$ cat src/rtl/btca_pkg.sv
// btca_pkg: shared types and constants for the binary time counter accumulator
// holds request codes, register indexes, controller steps and the command struct
// no dependencies
package btca_pkg;

   localparam int WORD_W         = 64;
   localparam int HALF_W         = 32;
   localparam int REQ_W          = 2;
   localparam int CSR_INDEX_W    = 2;
   localparam int NS_W           = 30;
   localparam int US_W           = 20;
   localparam int DEFAULT_COUNTER_WIDTH = 64;

   localparam logic [HALF_W-1:0] NS_SCALE = 32'd1000000000;
   localparam logic [HALF_W-1:0] US_SCALE = 32'd1000000;

   typedef enum logic [REQ_W-1:0] {
      REQ_TICK   = 2'd0,
      REQ_UPTIME = 2'd1,
      REQ_WALL   = 2'd2,
      REQ_LATCH  = 2'd3
   } req_code_type;

   typedef enum logic [CSR_INDEX_W-1:0] {
      CSR_COUNTER_ENABLED = 2'd0,
      CSR_COUNTER_MASK    = 2'd1,
      CSR_FRAC_PER_COUNT  = 2'd2,
      CSR_BOOT_SECONDS    = 2'd3
   } csr_index_type;

   typedef enum logic [4:0] {
      ST_IDLE,
      ST_DELTA,
      ST_M0,
      ST_M1,
      ST_M2,
      ST_M3,
      ST_M4,
      ST_SUM_FRAC,
      ST_SUM_SEC,
      ST_FINISH,
      ST_C0,
      ST_C1,
      ST_C2,
      ST_C3,
      ST_C4,
      ST_OUT
   } step_type;

   typedef enum logic [2:0] {
      MUL_LL,
      MUL_LH,
      MUL_HL,
      MUL_HH,
      MUL_NS_LO,
      MUL_NS_HI,
      MUL_US_LO,
      MUL_US_HI
   } mul_sel_type;

   typedef enum logic [2:0] {
      ACC_NONE,
      ACC_CLEAR,
      ACC_ADD0,
      ACC_ADD32,
      ACC_ADD64
   } acc_op_type;

   typedef enum logic [2:0] {
      CVT_NONE,
      CVT_NS_LO,
      CVT_NS_HI,
      CVT_US_LO,
      CVT_US_HI
   } cvt_op_type;

   typedef struct packed {
      logic        capture;
      logic        delta;
      mul_sel_type mul_sel;
      acc_op_type  acc_op;
      logic        sum_frac;
      logic        sum_sec;
      logic        finish;
      cvt_op_type  cvt_op;
      logic        out_load;
   } cmd_type;

endpackage

$ cat src/rtl/btca_ctrl.sv
// btca_ctrl: sequencer for one transaction through the shared multiplier
// depends on btca_pkg (step_type, cmd_type)
module btca_ctrl (
   input  logic              clock,
   input  logic              reset,
   input  logic              req_valid,
   output logic              req_ready,
   output logic              rsp_valid,
   input  logic              rsp_ready,
   output btca_pkg::cmd_type cmd
);
   import btca_pkg::*;

   step_type state_ff, state_in;
   logic     rsp_valid_ff, rsp_valid_in;

   always_ff @(posedge clock) begin
      if (reset) begin
         state_ff     <= ST_IDLE;
         rsp_valid_ff <= 1'b0;
      end else begin
         state_ff     <= state_in;
         rsp_valid_ff <= rsp_valid_in;
      end
   end

   always_comb begin
      state_in     = state_ff;
      cmd          = '0;
      cmd.mul_sel  = MUL_LL;
      cmd.acc_op   = ACC_NONE;
      cmd.cvt_op   = CVT_NONE;
      req_ready    = 1'b0;
      case (state_ff)
         ST_IDLE: begin
            req_ready = 1'b1;
            if (req_valid) begin
               cmd.capture = 1'b1;
               state_in    = ST_DELTA;
            end
         end
         ST_DELTA: begin
            cmd.delta  = 1'b1;
            cmd.acc_op = ACC_CLEAR;
            state_in   = ST_M0;
         end
         ST_M0: begin
            cmd.mul_sel = MUL_LL;
            state_in    = ST_M1;
         end
         ST_M1: begin
            cmd.mul_sel = MUL_LH;
            cmd.acc_op  = ACC_ADD0;
            state_in    = ST_M2;
         end
         ST_M2: begin
            cmd.mul_sel = MUL_HL;
            cmd.acc_op  = ACC_ADD32;
            state_in    = ST_M3;
         end
         ST_M3: begin
            cmd.mul_sel = MUL_HH;
            cmd.acc_op  = ACC_ADD32;
            state_in    = ST_M4;
         end
         ST_M4: begin
            cmd.acc_op = ACC_ADD64;
            state_in   = ST_SUM_FRAC;
         end
         ST_SUM_FRAC: begin
            cmd.sum_frac = 1'b1;
            state_in     = ST_SUM_SEC;
         end
         ST_SUM_SEC: begin
            cmd.sum_sec = 1'b1;
            state_in    = ST_FINISH;
         end
         ST_FINISH: begin
            cmd.finish = 1'b1;
            state_in   = ST_C0;
         end
         ST_C0: begin
            cmd.mul_sel = MUL_NS_LO;
            state_in    = ST_C1;
         end
         ST_C1: begin
            cmd.mul_sel = MUL_NS_HI;
            cmd.cvt_op  = CVT_NS_LO;
            state_in    = ST_C2;
         end
         ST_C2: begin
            cmd.mul_sel = MUL_US_LO;
            cmd.cvt_op  = CVT_NS_HI;
            state_in    = ST_C3;
         end
         ST_C3: begin
            cmd.mul_sel = MUL_US_HI;
            cmd.cvt_op  = CVT_US_LO;
            state_in    = ST_C4;
         end
         ST_C4: begin
            cmd.cvt_op = CVT_US_HI;
            state_in   = ST_OUT;
         end
         ST_OUT: begin
            // wait for the output register to drain
            if (!rsp_valid_ff || rsp_ready) begin
               cmd.out_load = 1'b1;
               state_in     = ST_IDLE;
            end
         end
         default: begin
            state_in = ST_IDLE;
         end
      endcase
   end

   always_comb begin
      if (cmd.out_load) begin
         rsp_valid_in = 1'b1;
      end else if (rsp_ready) begin
         rsp_valid_in = 1'b0;
      end else begin
         rsp_valid_in = rsp_valid_ff;
      end
   end

   assign rsp_valid = rsp_valid_ff;

endmodule

$ cat config.mk
export PLATFORM = sky130hd
export DESIGN_NAME = btca_ctrl
export DESIGN_NICKNAME = d
export VERILOG_FILES = /design/src/rtl/btca_pkg.sv /design/src/rtl/btca_ctrl.sv
export SDC_FILE = /design/constraint.sdc
export NUM_CORES = 1
export LEC_CHECK = 0
export ABC_AREA = 1
export BUFFER_PORTS_ARGS = -buffer_cell sky130_fd_sc_hd__buf_2
export CAP_MARGIN = 20
export CORE_AREA = 2 2 39 41
export CTS_CLUSTER_SIZE = 24
export DETAILED_ROUTE_END_ITERATION = 6
export DIE_AREA = 0 0 41 43
export GPL_TIMING_DRIVEN = 0
export PLACE_DENSITY_LB_ADDON = 0.3
export SYNTH_ARGS = -nofsm -noshare
export SYNTH_HDL_FRONTEND = slang
export SYNTH_SLANG_ARGS = --single-unit
export TNS_END_PERCENT = 50
$ cat constraint.sdc
create_clock -name clock -period 3.66 [get_ports clock]
set_clock_uncertainty 0.2 [all_clocks]
set_input_delay 0.549 -clock clock [delete_from_list [all_inputs] [get_ports clock]]
set_output_delay 0.549 -clock clock [all_outputs]
set_load 0.05 [all_outputs]
# Word-level counts from Yosys, hierarchy flattened
# Cells that the tools add are included.
[totals]
reg_bits = 6
out_inout_bits = 17
wordCells = 42
[classes]
eq_ne = 17
muxes = 17
reduce_logical = 6
[ops]
columns = ["cell", "n"]
rows = [
  ["$pmux 5 s16", 1],
  ["$eq 5x4->1 const B", 8],
  ["$pmux 3 s4", 2],
  ["$pmux 3 s7", 1],
  ["$eq 5x3->1 const B", 4],
  ["$mux 1", 11],
  ["$eq 5x2->1 const B", 2],
  ["$mux 5", 2],
  ["$eq 5x1->1 const B", 1],
  ["$logic_not 5->1", 1],
  ["$ne 2x2->1 const B", 2],
  ["$reduce_and 2->1", 1],
  ["$reduce_bool 2->1", 1],
  ["$reduce_or 2->1", 1],
  ["$logic_not 1->1", 1],
  ["$logic_or 1x1->1", 1],
]

# Logic depth before layout (Yosys ltp)
[depth]
word_depth = 5
ltp_mapped = 10
depth_no_buf = 10

# Worst setup path before layout
# Ideal clock, no wire load.
[synth_path]
path_type = "flip-flop to output port"
from = "reg state_ff[0]"
to = "out cmd[14] (netlist bit)"
t_arrival_ns = 1.838
required_ns = 2.911
setup_slack_ns = 1.073
path_stages_with_launch = 5
n_path_buf = 0
path_cell_list = "dfxtp_1 inv_1 ha_1 inv_1 nor3_1"
[synth_rtl]
columns = ["item", "line_no", "source"]
rows = [
  ["start, declared", "btca_ctrl.sv:14", "step_type state_ff, state_in;"],
  ["start signal, assigned", "btca_ctrl.sv:22", "state_ff <= state_in;"],
  ["end, declared", "btca_ctrl.sv:10", "output btca_pkg::cmd_type cmd"],
]

==> run_results.csv <==
group,metric,value,unit
global_routing,antenna_found_initial,0,
timing,period_needed,2330,ps
yosys,synth_compound_area_share,10.4,%
yosys,synth-xor-area-share,0,%
clock_network,cts_resized,0,
global_routing,grt_usage,14.8,%
layout,fillers,159,
timing,max_freq,429,MHz
timing,fin_setup_tns,0,ps
clock_network,post_cts_buffers,0,
flow_run,maxCapViolations,0,
power,power_density,956,nW/µm²
power,peakVddDrop,0.314,mV
critical_path,path_cells,"inv_1 > ha_1 > nand3_1 > nand2_1 > inv_1 > o211ai_1 > buf_2",
critical_path,startpoint_type,"flop",
global_routing,grt_pass1_vias,462,
floorplanning,die_y,43,µm
drt,drc,0,
layout,fin_util,47.1,%
yosys,syn-instance-count,86,
clock_network,clk_pin_slew,40,ps
floorplanning,rows,14,
critical_path,crit_required,2910,ps
drt,drt_wl_total,1100,µm
layout,nNetsFinal,120,
clock_network,cts_tree,"done",
critical_path,cp.arrival,1580,ps
floorplanning,design.portCount,21,
timing,finalSetupViolations,0,
clock_network,postCtsHoldBufs,0,
power,power,0.623,mW
drt,avgViaCountPerCell,4.55,
drt,ant_nets,0,
critical_path,path_max_fanout,5,
critical_path,critPathBufInv,3,
floorplanning,die-area,1760,µm²
critical_path,endpoint_kind,"output pin",
yosys,synth_fa_ha_area_share,12.4,%
drt,wl_per_cell,8.74,µm
place,gp_congestion,0.722,
timing,rsz0062_at_grt,"no",
run_status,outcome,"completed",
hold_path,hold_path_class,"reg2reg",
yosys,synth_simple_gate_area_share,38.1,%
clock_network,clockBufferDepth,2,
timing,post-route-period-util,63.7,%
floorplanning,die_x,41,µm
power,power_leakage,0.444,nW
critical_path,path_class,"reg2out",
clock_network,tritoncts.num_buffers,3,
yosys,synth_cell_types,18,
clock_network,clock-sinks,5,
layout,n_antenna_cell,0,
clock_network,h-tree-depth,1,
critical_path,cpPeakStageDelay,340,ps
drt,dr.pass1.iters,4,
yosys,synth_area,505,µm²
yosys,synth_top_family_by_area,"simple AND/OR/NAND/NOR gates",
layout,area_growth,29.0,%
drt,drt_iter0_markers,10,
timing,finalHoldViolCount,0,
yosys,avgSynthCellArea,5.88,µm²
yosys,synthMuxAreaShare,0,%
layout,drive_above_1_share,28.2,%
yosys,yosys_warnings,0,
timing,worst_pin_slew,238,ps
floorplanning,start_util,36.5,%
global_routing,grt_max_degree,9,
critical_path,path_delay_family,"buffers and inverters",
yosys,ys_seq_area_share,19.8,%
timing,final_max_slew_viol_count,0,
global_routing,grt_pass1_wl,1730,µm
yosys,synth_nets,95,
clock_network,clk_latency,240,ps
global_routing,grt.overflow.total,0,
floorplanning,core_area,1380,µm²
clock_network,cts_root_buffer,"clkbuf_4",
timing,slew_headroom,84.1,%
drt,vias,573,
critical_path,slowest_stage,"dfxtp_1",
place,portBuffers,20,
yosys,yosys_register_bits,5,
place,hpwl,943,µm
critical_path,cpMostUsedCell,"inv_1",
-- through the flow --
stage                     worst slack [ps]  hold slack [ps]  area, µm²  instances
after floorplan                       1070              314        505         86
after global placement                1580              339        626        122
after detailed placement              1580              347        626        122
after CTS                             1310              353        652        126
after global routing                  1190              410        652        126
final                                 1330              351        652        126
-- metal layers --
metal / GRT usage (%) / vias to the layer above / share of wire, %
li1: - / 310 / -
met1: 16.4 / 246 / 45
met2: 23.4 / 15 / 49
met3: 1.57 / 2 / 4.9
met4: 12.0 / 0 / 0.82
met5: 0 / - / 0
-- cells by family (layout without fill, tap and decap cells) --
kind of cell             after synthesis  count (layout)
AO/OA/AOI/OAI                          9               9
adder cells (fa/ha/maj)                5               5
buffers and inverters                 23              47
flip-flops                             5               5
AND/OR/NAND/NOR                       44              44
-- cell type report --
type / count / area [µm²] / share of cell area [%]
repair buffers: 20 / 100 / 15.4
multi-input cells: 58 / 308 / 47.2
inverters: 21 / 78.8 / 12.1
well taps: 16 / 20.0 / 3.07
plain buffers: 2 / 18.8 / 2.88
clock buffers: 4 / 26.3 / 4.03
flip-flops and latches: 5 / 100 / 15.4
-- cells in the final DEF, fill, tap and decap left out, types with 2 or more instances in the layout --
cell	Yosys	routed
buf_2	0	20
inv_1	19	19
nand2_1	15	15
nor2_1	14	14
nand3_1	9	9
ha_1	5	5
dfxtp_1	5	5
a21oi_1	3	3
o21ai_0	3	3
clkbuf_4	0	3
nand2_2	2	2
nor3_1	2	2
inv_2	2	2
-- synthesized netlist by cell type --
master	number	area (µm²)
nor3_1	2	10.0
nand3_1	9	45.0
inv_1	19	71.3
o21ai_0	3	15.0
buf_6	1	11.3
o211ai_1	1	7.51
o21a_1	1	7.51
nand2_2	2	12.5
nand2_1	15	56.3
inv_2	2	7.51
o21bai_1	1	7.51
nand3_2	1	10.0
nor2_1	14	52.6
ha_1	5	62.6
a21oi_1	3	15.0
dfxtp_1	5	100
buf_4	1	7.51
nor2_2	1	6.26
-- where the power goes --
part	switching (mW)	total, mW	internal (mW)
Sequential	0.0183	0.0920	0.0736
Clock	0.0207	0.0618	0.0411
Combinational	0.352	0.469	0.117
-- worst min-delay path: cells and delay by family (launching register included) --
family           cells  cell delay (ps)
DFF                  1              340
and+or+nand+nor      2              170
-- registers in the layout, indices dropped and copies added (netlist names) --
name / count
rsp_valid: 1
state_ff: 4
-- path summary, 6_finish.rpt --
| kind | startpoint | end | slack, ps | cells after the start |
|---|---|---|---|---|
| hold / removal | state_ff[1] | state_ff[1] | 350 | 2 |
| setup reg to reg | state_ff[0] | state_ff[3] | 1980 | 10 |
| setup / recovery | state_ff[1] | cmd[10] | 1330 | 7 |
| hold reg to reg | state_ff[1] | state_ff[1] | 350 | 2 |
Note: power is estimated with default switching activity, not from simulation.
